`src/rtl/core/free_window_table_defines.svh`:
```
// ----------------------------------------------------------------------------
// Free window table assertion macros
// Shared concurrent assertion wrappers, clocked on clock and held off in reset.
// ----------------------------------------------------------------------------
`ifndef FREE_WINDOW_TABLE_DEFINES_SVH
`define FREE_WINDOW_TABLE_DEFINES_SVH

// A property that must hold at every clock edge outside reset.
`define FWT_CHECK(lbl, prop) \
   lbl: assert property (@(posedge clock) disable iff (reset) (prop)) \
      else $error("free window table check failed");

// A condition in one cycle that forces another in the next cycle.
`define FWT_CHECK_NEXT(lbl, cause, effect) \
   lbl: assert property (@(posedge clock) disable iff (reset) (cause) |=> (effect)) \
      else $error("free window table sequence check failed");

`endif

```
`src/rtl/core/fwt_pkg.sv`:
```
// ----------------------------------------------------------------------------
// Free window table package
// Shared constants, codes and types of the free window table.
// ----------------------------------------------------------------------------
package fwt_pkg;

   localparam int DEF_DEPTH       = 16;
   localparam int DEF_TIME_BITS   = 48;
   localparam int DEF_DEVICE_BITS = 8;

   localparam int TRK_BITS  = 6;
   localparam int POS_BITS  = 6;
   localparam int IDX_BITS  = 6;
   localparam int TC_BITS   = 7;
   localparam int CMP_W     = 7;

   localparam logic [2:0] MODE_REBUILD = 3'd0;
   localparam logic [2:0] MODE_INSERT  = 3'd1;
   localparam logic [2:0] MODE_REMOVE  = 3'd2;
   localparam logic [2:0] MODE_CONTAIN = 3'd3;
   localparam logic [2:0] MODE_DEVICE  = 3'd4;
   localparam logic [2:0] MODE_OVERLAP = 3'd5;
   localparam logic [2:0] MODE_MULTI   = 3'd6;

   localparam logic [1:0] STATUS_OK     = 2'd0;
   localparam logic [1:0] STATUS_NONE   = 2'd1;
   localparam logic [1:0] STATUS_FULL   = 2'd2;
   localparam logic [1:0] STATUS_BADIDX = 2'd3;

   localparam logic [2:0] ADDR_TRACKS = 3'd0;
   localparam logic [2:0] ADDR_HOST   = 3'd4;

   localparam logic [TC_BITS-1:0] TRACKS_RESET = 7'd4;

   typedef enum logic [2:0] {
      ST_IDLE  = 3'b001,
      ST_SCAN  = 3'b010,
      ST_FLUSH = 3'b100
   } state_type;

   typedef struct packed {
      logic shift;
      logic rebuild;
   } cell_ctrl_type;

endpackage

```
`src/rtl/core/free_window_table.sv`:
```
// ----------------------------------------------------------------------------
// Free window table
// Ordered table of free time windows held in a rotating chain of cells.
// ----------------------------------------------------------------------------
// The table lives in a chain of DEPTH cells that rotates toward cell 0; every
// search, insert and remove walks the whole chain once, one entry per cycle
// whenever the result side is not holding rsp_ready low while a result waits.
// Rebuild, a full-table insert, a bad remove index and the unused mode skip
// the walk. Results of one item come out in table order; the one that closes
// the item carries last. Registers are to be written only while the block is
// idle (track_count at 0x0, host_id at 0x4); this binds the user, as the block
// itself does not enforce it.
module free_window_table #(
   parameter int DEPTH       = fwt_pkg::DEF_DEPTH,
   parameter int TIME_BITS   = fwt_pkg::DEF_TIME_BITS,
   parameter int DEVICE_BITS = fwt_pkg::DEF_DEVICE_BITS
) (
   input  logic                          clock,
   input  logic                          reset,
   input  logic                          req_valid,
   output logic                          req_ready,
   input  logic [2:0]                    req_mode,
   input  logic [TIME_BITS-1:0]          req_time_start,
   input  logic [TIME_BITS-1:0]          req_time_stop,
   input  logic [DEVICE_BITS-1:0]        req_device,
   input  logic [fwt_pkg::TRK_BITS-1:0]  req_track,
   input  logic [fwt_pkg::IDX_BITS-1:0]  req_index,
   input  logic [fwt_pkg::IDX_BITS-1:0]  req_task_count,
   output logic                          rsp_valid,
   input  logic                          rsp_ready,
   output logic [1:0]                    rsp_status,
   output logic [fwt_pkg::POS_BITS-1:0]  rsp_position,
   output logic [TIME_BITS-1:0]          rsp_win_start,
   output logic [TIME_BITS-1:0]          rsp_win_stop,
   output logic [DEVICE_BITS-1:0]        rsp_win_device,
   output logic [fwt_pkg::TRK_BITS-1:0]  rsp_win_track,
   output logic                          rsp_last,
   input  logic                          psel,
   input  logic                          penable,
   input  logic                          pwrite,
   input  logic [2:0]                    paddr,
   input  logic [31:0]                   pwdata,
   output logic [31:0]                   prdata,
   output logic                          pready
);

`include "free_window_table_defines.svh"

   localparam int CNT_W = $clog2(DEPTH + 1);
   localparam logic [fwt_pkg::CMP_W-1:0] DEPTH_C = fwt_pkg::CMP_W'(DEPTH);
   localparam logic [CNT_W-1:0] K_LAST = CNT_W'(DEPTH - 1);

   // Cell chain
   logic [TIME_BITS-1:0]         c_begin [DEPTH];
   logic [TIME_BITS-1:0]         c_end   [DEPTH];
   logic [DEVICE_BITS-1:0]       c_dev   [DEPTH];
   logic [fwt_pkg::TRK_BITS-1:0] c_trk   [DEPTH];

   logic [TIME_BITS-1:0]         tail_begin, tail_end;
   logic [DEVICE_BITS-1:0]       tail_dev;
   logic [fwt_pkg::TRK_BITS-1:0] tail_trk;
   fwt_pkg::cell_ctrl_type       cell_ctrl;

   // Control and operand registers
   fwt_pkg::state_type           state_ff, state_in;
   logic [CNT_W-1:0]             k_ff, k_in;
   logic [CNT_W-1:0]             cnt_ff, cnt_in;
   logic [fwt_pkg::TC_BITS-1:0]  tc_ff, tc_in;
   logic [7:0]                   host_ff, host_in;
   logic [2:0]                   mode_ff, mode_in;
   logic [TIME_BITS-1:0]         qs_ff, qs_in, qf_ff, qf_in;
   logic [DEVICE_BITS-1:0]       qdev_ff, qdev_in;
   logic [fwt_pkg::TRK_BITS-1:0] qtrk_ff, qtrk_in;
   logic [fwt_pkg::IDX_BITS-1:0] qidx_ff, qidx_in;
   logic [fwt_pkg::TC_BITS-1:0]  lim_ff, lim_in, taken_ff, taken_in;
   logic                         found_ff, found_in;
   logic [fwt_pkg::TRK_BITS-1:0] sel_ff, sel_in;

   // Entry pushed aside by an insert
   logic [TIME_BITS-1:0]         car_begin_ff, car_begin_in, car_end_ff, car_end_in;
   logic [DEVICE_BITS-1:0]       car_dev_ff, car_dev_in;
   logic [fwt_pkg::TRK_BITS-1:0] car_trk_ff, car_trk_in;

   // Pending result, released once the next one or the end of the walk is known
   logic                         pend_ff, pend_in;
   logic [1:0]                   pst_ff, pst_in;
   logic [fwt_pkg::POS_BITS-1:0] ppos_ff, ppos_in;
   logic [TIME_BITS-1:0]         pbeg_ff, pbeg_in, pend_t_ff, pend_t_in;
   logic [DEVICE_BITS-1:0]       pdev_ff, pdev_in;
   logic [fwt_pkg::TRK_BITS-1:0] ptrk_ff, ptrk_in;

   // Output register
   logic                         rv_ff, rv_in;
   logic [1:0]                   rst_ff, rst_in;
   logic [fwt_pkg::POS_BITS-1:0] rpos_ff, rpos_in;
   logic [TIME_BITS-1:0]         rbeg_ff, rbeg_in, rend_ff, rend_in;
   logic [DEVICE_BITS-1:0]       rdev_ff, rdev_in;
   logic [fwt_pkg::TRK_BITS-1:0] rtrk_ff, rtrk_in;
   logic                         rlast_ff, rlast_in;

   logic                         out_free;
   logic [fwt_pkg::TC_BITS-1:0]  tsat;
   logic [fwt_pkg::CMP_W-1:0]    kc, cntc, idxc;
   logic                         in_tbl, cont, ovl, hit, ins_here;
   logic                         csr_wr;

   genvar gi;
   generate
      for (gi = 0; gi < DEPTH; gi++) begin : g_cell
         if (gi < DEPTH - 1) begin : g_mid
            fwt_cell #(.TIME_BITS(TIME_BITS), .DEVICE_BITS(DEVICE_BITS)) u_cell (
               .clock(clock), .ctrl(cell_ctrl),
               .in_begin(c_begin[gi+1]), .in_end(c_end[gi+1]),
               .in_dev(c_dev[gi+1]), .in_trk(c_trk[gi+1]),
               .rb_dev(DEVICE_BITS'(host_ff)), .rb_trk(fwt_pkg::TRK_BITS'(gi)),
               .out_begin(c_begin[gi]), .out_end(c_end[gi]),
               .out_dev(c_dev[gi]), .out_trk(c_trk[gi]));
         end else begin : g_tail
            fwt_cell #(.TIME_BITS(TIME_BITS), .DEVICE_BITS(DEVICE_BITS)) u_cell (
               .clock(clock), .ctrl(cell_ctrl),
               .in_begin(tail_begin), .in_end(tail_end),
               .in_dev(tail_dev), .in_trk(tail_trk),
               .rb_dev(DEVICE_BITS'(host_ff)), .rb_trk(fwt_pkg::TRK_BITS'(gi)),
               .out_begin(c_begin[gi]), .out_end(c_end[gi]),
               .out_dev(c_dev[gi]), .out_trk(c_trk[gi]));
         end
      end
   endgenerate

   assign tsat     = (fwt_pkg::CMP_W'(tc_ff) > DEPTH_C) ? fwt_pkg::TC_BITS'(DEPTH_C) : tc_ff;
   assign out_free = !rv_ff || rsp_ready;
   assign kc       = fwt_pkg::CMP_W'(k_ff);
   assign cntc     = fwt_pkg::CMP_W'(cnt_ff);
   assign idxc     = fwt_pkg::CMP_W'(qidx_ff);
   assign in_tbl   = kc < cntc;
   assign cont     = (c_end[0] >= qs_ff) && (c_begin[0] <= qs_ff) && (c_end[0] >= qf_ff);
   assign ovl      = (c_begin[0] < qf_ff) && (c_end[0] > qs_ff);
   assign ins_here = !found_ff && ((kc == cntc) || (in_tbl && (qf_ff < c_end[0])));

   always_comb begin
      case (mode_ff)
         fwt_pkg::MODE_INSERT:  hit = ins_here;
         fwt_pkg::MODE_REMOVE:  hit = (kc == idxc);
         fwt_pkg::MODE_CONTAIN: hit = in_tbl && !found_ff && cont;
         fwt_pkg::MODE_DEVICE:  hit = in_tbl && !found_ff && cont && (c_dev[0] == qdev_ff);
         fwt_pkg::MODE_OVERLAP: hit = in_tbl && ovl && (!found_ff || (c_trk[0] == sel_ff));
         fwt_pkg::MODE_MULTI:   hit = in_tbl && cont && (taken_ff < lim_ff);
         default:               hit = 1'b0;
      endcase
   end

   // What enters the far end of the chain during a walk.
   always_comb begin
      tail_begin = c_begin[0];
      tail_end   = c_end[0];
      tail_dev   = c_dev[0];
      tail_trk   = c_trk[0];
      if (mode_ff == fwt_pkg::MODE_INSERT) begin
         if (ins_here) begin
            tail_begin = qs_ff;
            tail_end   = qf_ff;
            tail_dev   = qdev_ff;
            tail_trk   = qtrk_ff;
         end else if (found_ff) begin
            tail_begin = car_begin_ff;
            tail_end   = car_end_ff;
            tail_dev   = car_dev_ff;
            tail_trk   = car_trk_ff;
         end
      end else if (mode_ff == fwt_pkg::MODE_REMOVE && kc >= idxc) begin
         // From the removed entry on, each slot takes its successor.
         tail_begin = c_begin[1];
         tail_end   = c_end[1];
         tail_dev   = c_dev[1];
         tail_trk   = c_trk[1];
      end
   end

   always_comb begin
      state_in  = state_ff;
      k_in      = k_ff;
      cnt_in    = cnt_ff;
      mode_in   = mode_ff;
      qs_in     = qs_ff;
      qf_in     = qf_ff;
      qdev_in   = qdev_ff;
      qtrk_in   = qtrk_ff;
      qidx_in   = qidx_ff;
      lim_in    = lim_ff;
      taken_in  = taken_ff;
      found_in  = found_ff;
      sel_in    = sel_ff;
      car_begin_in = car_begin_ff;
      car_end_in   = car_end_ff;
      car_dev_in   = car_dev_ff;
      car_trk_in   = car_trk_ff;
      pend_in   = pend_ff;
      pst_in    = pst_ff;
      ppos_in   = ppos_ff;
      pbeg_in   = pbeg_ff;
      pend_t_in = pend_t_ff;
      pdev_in   = pdev_ff;
      ptrk_in   = ptrk_ff;
      rv_in     = rv_ff && !rsp_ready;
      rst_in    = rst_ff;
      rpos_in   = rpos_ff;
      rbeg_in   = rbeg_ff;
      rend_in   = rend_ff;
      rdev_in   = rdev_ff;
      rtrk_in   = rtrk_ff;
      rlast_in  = rlast_ff;
      cell_ctrl = '0;

      case (state_ff)
         fwt_pkg::ST_IDLE: begin
            if (req_valid) begin
               mode_in   = req_mode;
               qs_in     = req_time_start;
               qf_in     = req_time_stop;
               qdev_in   = req_device;
               qtrk_in   = req_track;
               qidx_in   = req_index;
               k_in      = '0;
               taken_in  = '0;
               found_in  = 1'b0;
               pend_in   = 1'b0;
               pst_in    = fwt_pkg::STATUS_OK;
               ppos_in   = '0;
               pbeg_in   = '0;
               pend_t_in = '0;
               pdev_in   = '0;
               ptrk_in   = '0;
               state_in  = fwt_pkg::ST_SCAN;
               case (req_mode)
                  fwt_pkg::MODE_REBUILD: begin
                     cell_ctrl.rebuild = 1'b1;
                     cnt_in   = CNT_W'(tsat);
                     pend_in  = 1'b1;
                     state_in = fwt_pkg::ST_FLUSH;
                  end
                  fwt_pkg::MODE_INSERT: begin
                     if (cntc == DEPTH_C) begin
                        pend_in  = 1'b1;
                        pst_in   = fwt_pkg::STATUS_FULL;
                        state_in = fwt_pkg::ST_FLUSH;
                     end
                  end
                  fwt_pkg::MODE_REMOVE: begin
                     if (fwt_pkg::CMP_W'(req_index) >= cntc) begin
                        pend_in  = 1'b1;
                        pst_in   = fwt_pkg::STATUS_BADIDX;
                        state_in = fwt_pkg::ST_FLUSH;
                     end
                  end
                  fwt_pkg::MODE_MULTI: begin
                     lim_in = (fwt_pkg::TC_BITS'(req_task_count) < tsat) ?
                              fwt_pkg::TC_BITS'(req_task_count) : tsat;
                  end
                  fwt_pkg::MODE_CONTAIN, fwt_pkg::MODE_DEVICE, fwt_pkg::MODE_OVERLAP: begin
                     state_in = fwt_pkg::ST_SCAN;
                  end
                  default: begin
                     state_in = fwt_pkg::ST_FLUSH;
                  end
               endcase
            end
         end
         fwt_pkg::ST_SCAN: begin
            if (out_free) begin
               cell_ctrl.shift = 1'b1;
               car_begin_in = c_begin[0];
               car_end_in   = c_end[0];
               car_dev_in   = c_dev[0];
               car_trk_in   = c_trk[0];
               k_in = k_ff + 1'b1;
               if (hit) begin
                  // A new hit proves the pending one was not the last.
                  if (pend_ff) begin
                     rv_in    = 1'b1;
                     rst_in   = pst_ff;
                     rpos_in  = ppos_ff;
                     rbeg_in  = pbeg_ff;
                     rend_in  = pend_t_ff;
                     rdev_in  = pdev_ff;
                     rtrk_in  = ptrk_ff;
                     rlast_in = 1'b0;
                  end
                  pend_in  = 1'b1;
                  pst_in   = fwt_pkg::STATUS_OK;
                  ppos_in  = fwt_pkg::POS_BITS'(k_ff);
                  found_in = 1'b1;
                  sel_in   = c_trk[0];
                  taken_in = taken_ff + 1'b1;
                  if (mode_ff == fwt_pkg::MODE_INSERT) begin
                     pbeg_in   = qs_ff;
                     pend_t_in = qf_ff;
                     pdev_in   = qdev_ff;
                     ptrk_in   = qtrk_ff;
                     cnt_in    = cnt_ff + 1'b1;
                  end else begin
                     pbeg_in   = c_begin[0];
                     pend_t_in = c_end[0];
                     pdev_in   = c_dev[0];
                     ptrk_in   = c_trk[0];
                     if (mode_ff == fwt_pkg::MODE_REMOVE) begin
                        cnt_in = cnt_ff - 1'b1;
                     end
                  end
               end
               if (k_ff == K_LAST) begin
                  state_in = fwt_pkg::ST_FLUSH;
               end
            end
         end
         fwt_pkg::ST_FLUSH: begin
            if (out_free) begin
               rv_in    = 1'b1;
               rlast_in = 1'b1;
               if (pend_ff) begin
                  rst_in  = pst_ff;
                  rpos_in = ppos_ff;
                  rbeg_in = pbeg_ff;
                  rend_in = pend_t_ff;
                  rdev_in = pdev_ff;
                  rtrk_in = ptrk_ff;
               end else begin
                  rst_in  = fwt_pkg::STATUS_NONE;
                  rpos_in = '0;
                  rbeg_in = '0;
                  rend_in = '0;
                  rdev_in = '0;
                  rtrk_in = '0;
               end
               state_in = fwt_pkg::ST_IDLE;
            end
         end
         default: begin
            state_in = fwt_pkg::ST_IDLE;
         end
      endcase
   end

   // Register port
   assign csr_wr = psel && penable && pwrite;
   assign pready = 1'b1;

   always_comb begin
      tc_in   = tc_ff;
      host_in = host_ff;
      if (csr_wr && paddr == fwt_pkg::ADDR_TRACKS) begin
         tc_in = pwdata[fwt_pkg::TC_BITS-1:0];
      end
      if (csr_wr && paddr == fwt_pkg::ADDR_HOST) begin
         host_in = pwdata[7:0];
      end
   end

   always_comb begin
      case (paddr)
         fwt_pkg::ADDR_TRACKS: prdata = 32'(tc_ff);
         fwt_pkg::ADDR_HOST:   prdata = 32'(host_ff);
         default:              prdata = '0;
      endcase
   end

   always_ff @(posedge clock) begin
      if (reset) begin
         state_ff <= fwt_pkg::ST_IDLE;
         k_ff     <= '0;
         cnt_ff   <= '0;
         tc_ff    <= fwt_pkg::TRACKS_RESET;
         host_ff  <= '0;
         found_ff <= 1'b0;
         taken_ff <= '0;
         pend_ff  <= 1'b0;
         rv_ff    <= 1'b0;
      end else begin
         state_ff <= state_in;
         k_ff     <= k_in;
         cnt_ff   <= cnt_in;
         tc_ff    <= tc_in;
         host_ff  <= host_in;
         found_ff <= found_in;
         taken_ff <= taken_in;
         pend_ff  <= pend_in;
         rv_ff    <= rv_in;
      end
   end

   always_ff @(posedge clock) begin
      mode_ff      <= mode_in;
      qs_ff        <= qs_in;
      qf_ff        <= qf_in;
      qdev_ff      <= qdev_in;
      qtrk_ff      <= qtrk_in;
      qidx_ff      <= qidx_in;
      lim_ff       <= lim_in;
      sel_ff       <= sel_in;
      car_begin_ff <= car_begin_in;
      car_end_ff   <= car_end_in;
      car_dev_ff   <= car_dev_in;
      car_trk_ff   <= car_trk_in;
      pst_ff       <= pst_in;
      ppos_ff      <= ppos_in;
      pbeg_ff      <= pbeg_in;
      pend_t_ff    <= pend_t_in;
      pdev_ff      <= pdev_in;
      ptrk_ff      <= ptrk_in;
      rst_ff       <= rst_in;
      rpos_ff      <= rpos_in;
      rbeg_ff      <= rbeg_in;
      rend_ff      <= rend_in;
      rdev_ff      <= rdev_in;
      rtrk_ff      <= rtrk_in;
      rlast_ff     <= rlast_in;
   end

   assign req_ready      = (state_ff == fwt_pkg::ST_IDLE);
   assign rsp_valid      = rv_ff;
   assign rsp_status     = rst_ff;
   assign rsp_position   = rpos_ff;
   assign rsp_win_start  = rbeg_ff;
   assign rsp_win_stop   = rend_ff;
   assign rsp_win_device = rdev_ff;
   assign rsp_win_track  = rtrk_ff;
   assign rsp_last       = rlast_ff;

   `FWT_CHECK(a_count_bound, fwt_pkg::CMP_W'(cnt_ff) <= DEPTH_C)
   `FWT_CHECK_NEXT(a_one_item_at_a_time, req_valid && req_ready, !req_ready)
   `FWT_CHECK_NEXT(a_flush_closes_item, state_ff == fwt_pkg::ST_FLUSH && out_free,
                   rsp_valid && rsp_last && req_ready)
   `FWT_CHECK(a_walk_in_range, state_ff != fwt_pkg::ST_SCAN || kc < DEPTH_C)

endmodule

```
`src/rtl/core/fwt_cell.sv`:
```
// ----------------------------------------------------------------------------
// Free window table cell
// Holds one table entry; loads its neighbor's entry on a shift or an open
// window on a rebuild.
// ----------------------------------------------------------------------------
module fwt_cell #(
   parameter int TIME_BITS   = fwt_pkg::DEF_TIME_BITS,
   parameter int DEVICE_BITS = fwt_pkg::DEF_DEVICE_BITS
) (
   input  logic                          clock,
   input  fwt_pkg::cell_ctrl_type        ctrl,
   input  logic [TIME_BITS-1:0]          in_begin,
   input  logic [TIME_BITS-1:0]          in_end,
   input  logic [DEVICE_BITS-1:0]        in_dev,
   input  logic [fwt_pkg::TRK_BITS-1:0]  in_trk,
   input  logic [DEVICE_BITS-1:0]        rb_dev,
   input  logic [fwt_pkg::TRK_BITS-1:0]  rb_trk,
   output logic [TIME_BITS-1:0]          out_begin,
   output logic [TIME_BITS-1:0]          out_end,
   output logic [DEVICE_BITS-1:0]        out_dev,
   output logic [fwt_pkg::TRK_BITS-1:0]  out_trk
);

   logic [TIME_BITS-1:0]         begin_ff, begin_in;
   logic [TIME_BITS-1:0]         end_ff, end_in;
   logic [DEVICE_BITS-1:0]       dev_ff, dev_in;
   logic [fwt_pkg::TRK_BITS-1:0] trk_ff, trk_in;

   always_comb begin
      begin_in = begin_ff;
      end_in   = end_ff;
      dev_in   = dev_ff;
      trk_in   = trk_ff;
      if (ctrl.rebuild) begin
         begin_in = '0;
         end_in   = '1;
         dev_in   = rb_dev;
         trk_in   = rb_trk;
      end else if (ctrl.shift) begin
         begin_in = in_begin;
         end_in   = in_end;
         dev_in   = in_dev;
         trk_in   = in_trk;
      end
   end

   always_ff @(posedge clock) begin
      begin_ff <= begin_in;
      end_ff   <= end_in;
      dev_ff   <= dev_in;
      trk_ff   <= trk_in;
   end

   assign out_begin = begin_ff;
   assign out_end   = end_ff;
   assign out_dev   = dev_ff;
   assign out_trk   = trk_ff;

endmodule

```
`config.mk`:
```
export PLATFORM = sky130hd
export DESIGN_NAME = free_window_table
export DESIGN_NICKNAME = d
export VERILOG_FILES = /design/src/rtl/core/fwt_pkg.sv /design/src/rtl/core/free_window_table.sv /design/src/rtl/core/fwt_cell.sv
export VERILOG_INCLUDE_DIRS = /design/src /design/src/rtl/core
export SDC_FILE = /design/constraint.sdc
export NUM_CORES = 2
export LEC_CHECK = 0
export ABC_CLOCK_PERIOD_IN_PS = 14800
export BUFFER_PORTS_ARGS = -buffer_cell sky130_fd_sc_hd__buf_2
export CAP_MARGIN = 20
export CORE_UTILIZATION = 55
export CTS_CLUSTER_SIZE = 25
export DETAILED_ROUTE_END_ITERATION = 6
export PLACE_DENSITY = 0.7
export SLEW_MARGIN = 20
export SYNTH_ARGS = -nofsm -noshare
export SYNTH_HDL_FRONTEND = slang
export SYNTH_SLANG_ARGS = --single-unit
```
`constraint.sdc`:
```
create_clock -name clock -period 14.8 [get_ports clock]
set_input_delay 0.74 -clock clock [delete_from_list [all_inputs] [get_ports clock]]
set_output_delay 0.74 -clock clock [all_outputs]
set_load 0.1 [all_outputs]
```
==> flow_summary.toml <==
[logic_synthesis]
synth-seq-area-share_pct = 63.2
synth_area_per_cell_um2 = 12.2
synth.top_cell.area_share_pct = 40.9
syn_area_mm2 = 0.0817
synth_area_leaders = "dfxtp_1 (41%), edfxtp_1 (22%), a22o_1 (8.4%)"
synthFlopType = "dfxtp_1"
yosysUniqueCellTypes = 77
netlist_instances = 6694
synth_seq_cells = 2275
synth_top_area_cell = "dfxtp_1"
yosysWarnings = 0
async_reset_ff_share_pct = 0
synth_edf_count = 605

[critical_path]
crit_buf_inv = 2
r2r_cells = 11
cp.depth = 11
cpMostUsedCell = "nand4_1"
r2r_start = "qs_ff[43]$_DFFE_PP_"
critical_path.top_delay_family = "compound AO/OA/AOI/OAI gates"
start_kind = "flip-flop"
crit_fanout = 71
slowest_delay_ns = 0.93
critPathArrivalTime_ns = 6.43
cp-startpoint = "qs_ff[43]$_DFFE_PP_"
path_cells = "inv_1 -> ha_1 -> nand4_1 -> nor4_1 -> nand4_1 -> o21a_1 -> o2bb2ai_1 -> o21a_2 -> nor2_1 -> a221oi_4 -> buf_4"
path_class = "flip-flop to flip-flop"
cp-end-kind = "flip-flop"
cp_slowest_cell = "nor4_1"
required_ns = 15.21

[final_layout]
final_core_util_pct = 62.0
syn_to_final_growth_pct = 12.0
drive_gt1_share_pct = 10.3
fin_cells = 8848
design_area_mm2 = 0.0915
fin_nets = 7117

[sta]
finalHoldViolCount = 0
maxSlewViolCount = 0
setup_viol = 0
finClkSkew_ns = 0.0590
slew_headroom_pct = 27.1
fin_crit_ns = 6.02
setup-tns-final_ns = 0
grt_setup_unrepaired = "no"
fin_crit_sh_pct = 40.7
tightest_slew_ns = 1.09
timing.fmax_mhz = 166

[placement]
dpl.cell_count = 8435
gp_congestion = 0.884
io_buffers = 270
placed_cell_area_mm2 = 0.0839
dp_hpwl_mm = 112

[routing]
first_iter_violations = 4546
ant_nets = 0
remaining_drc_errors = 0
wl_per_cell_um = 20.7
viasPerCell = 5.95
num_vias = 52700
drt_wl_total_mm = 183
drt-pass1-iter-count = 6

[die]
die_height_um = 387
die_area_mm2 = 0.150
start_util_pct = 55.4
coreArea_mm2 = 0.147
die_w_um = 387
ios = 321
core.rowCount = 141

[grt]
grt_pass1_vias = 49700
grt_pass1_wl_mm = 285
grt_start_max_net_pins = 262
overflow = 0
antenna_found_initial = 8
grt_usage_pct = 23.8

[min_path]
hold-path-cell-count = 1
holdCritStartpoint = "req_time_stop[42]"
hold_class = "primary input to flip-flop"

[cts]
cts_setup_buffers = 0
numCtsBuffers = 216
clk_pin_slew_ns = 0.06
ctsResizeCount = 0
clkLatencyLatePin_ns = 0.85
clockBufferDepth = 3
htree_levels = 4
cts_tree = "done"
cts.sinks = 2275
ctsHoldBuffers = 0
cts_root_buf = "clkbuf_16"

[power]
p_leak_nw = 36.7
max-vdd-ir-drop_v = 0.000147
finalPower_mw = 16.3
p_per_area_mw_per_mm2 = 178

[run]
max_cap_violations = 0

[run_status]
outcome = "complete, no violations"
[metrics by stage]
stage | hold WS, ns | worst slack [ns]
6_report | 0.0631 | 8.78
5_1_grt | 0.0228 | 8.40
4_1_cts | 0.0103 | 8.78
3_5_place_dp | 0.451 | 8.68
3_3_place_gp | 0.444 | 8.75
2_1_floorplan | 0.437 | 3.10
[layout make-up]
| cell class | count | area [µm²] |
|---|---|---|
| Fill cell | 11500 | 56000 |
| Inverter | 183 | 716 |
| Multi-Input combinational cell | 3727 | 27400 |
| Tap cell | 1930 | 2410 |
| Clock inverter | 90 | 1070 |
| Sequential cell | 2275 | 51600 |
| Antenna cell | 2 | 5.00 |
| Timing Repair Buffer | 323 | 1910 |
| Clock buffer | 318 | 6380 |
[final timing paths]
kind / end / slack, ns
min reg2reg: g_cell[1].g_mid.u_cell.out_end[28]$_SDFFE_PP1P_ / 0.45
min: qf_ff[42]$_DFFE_PP_ / 0.06
max: rsp_win_stop[3]$_DFFE_PP_ / 8.78
max reg2reg: rsp_win_stop[3]$_DFFE_PP_ / 8.78
[cells in the mapped netlist, types with 9 or more instances]
cell type     n
o21ai_0     133
o21a_1        9
ha_1        223
xnor2_1      15
a21o_1       23
nor2_1      187
o211ai_1     38
o22a_1      700
nand3_1      24
edfxtp_1    605
nand4_1      40
inv_1       180
a2bb2oi_1    50
a22o_1      782
nand2_1     593
a211oi_1     10
nor3_1       13
buf_1        23
nand2b_1     14
buf_4        27
mux2i_1     199
nor2b_1     125
nor4_1       10
dfxtp_1    1670
clkbuf_1    422
buf_2        62
a21oi_1     310
o221ai_1     52
a221oi_1     45
[routing by layer]
metal	share of wire, %	track usage, %
met5	0	0
met4	3.4	9.18
met3	6.7	4.05
met2	43	34.4
met1	47	35.5
[layout by cell type, fill, tap and decap left out, drive strengths merged, types with 23 or more instances in the layout]
cell type	count
ha	223
a22o	782
a221oi	46
a21o	23
inv	198
buf	323
nand2	593
clkinv	55
edfxtp	605
conb	28
o211ai	38
o22a	700
o221ai	52
clkbuf	318
nand3	24
dfxtp	1670
a2bb2oi	50
nand4	41
a21oi	310
mux2i	199
nor2b	125
o21ai	142
nor2	188
[where the power goes]
group          switching (mW)  internal, mW
registers               0.848          7.75
clock network            2.40          3.23
logic                    1.07         0.987
total                    4.31          12.0
[logic make-up after synthesis]
| kind of cell | after synthesis | share of synthesized area [%] |
|---|---|---|
| DFF | 2275 | 63.2 |
| AOI/OAI and AO/OA | 2207 | 21.5 |
| and+or+nand+nor | 1047 | 5.68 |
| buffers and inverters | 718 | 3.53 |
| adders and majority gates | 224 | 3.44 |
| muxes | 199 | 2.44 |
| xor gates and xnor gates | 22 | 0.236 |
| other | 2 | 0.00920 |
[sequential cells by signal, indices dropped and copies added, names as in the netlist, 48 cells and up]
register,flops
g_cell.g_mid.u_cell.out_begin,720
g_cell.g_mid.u_cell.out_end,720
g_cell.g_mid.u_cell.out_dev,120
g_cell.g_mid.u_cell.out_trk,90
car_begin_ff,48
car_end_ff,48
g_cell.g_tail.u_cell.out_begin,48
g_cell.g_tail.u_cell.out_end,48
pbeg_ff,48
pend_t_ff,48
qf_ff,48
qs_ff,48
rsp_win_start,48
rsp_win_stop,48
No activity file was read; power rests on OpenSTA's default activity.
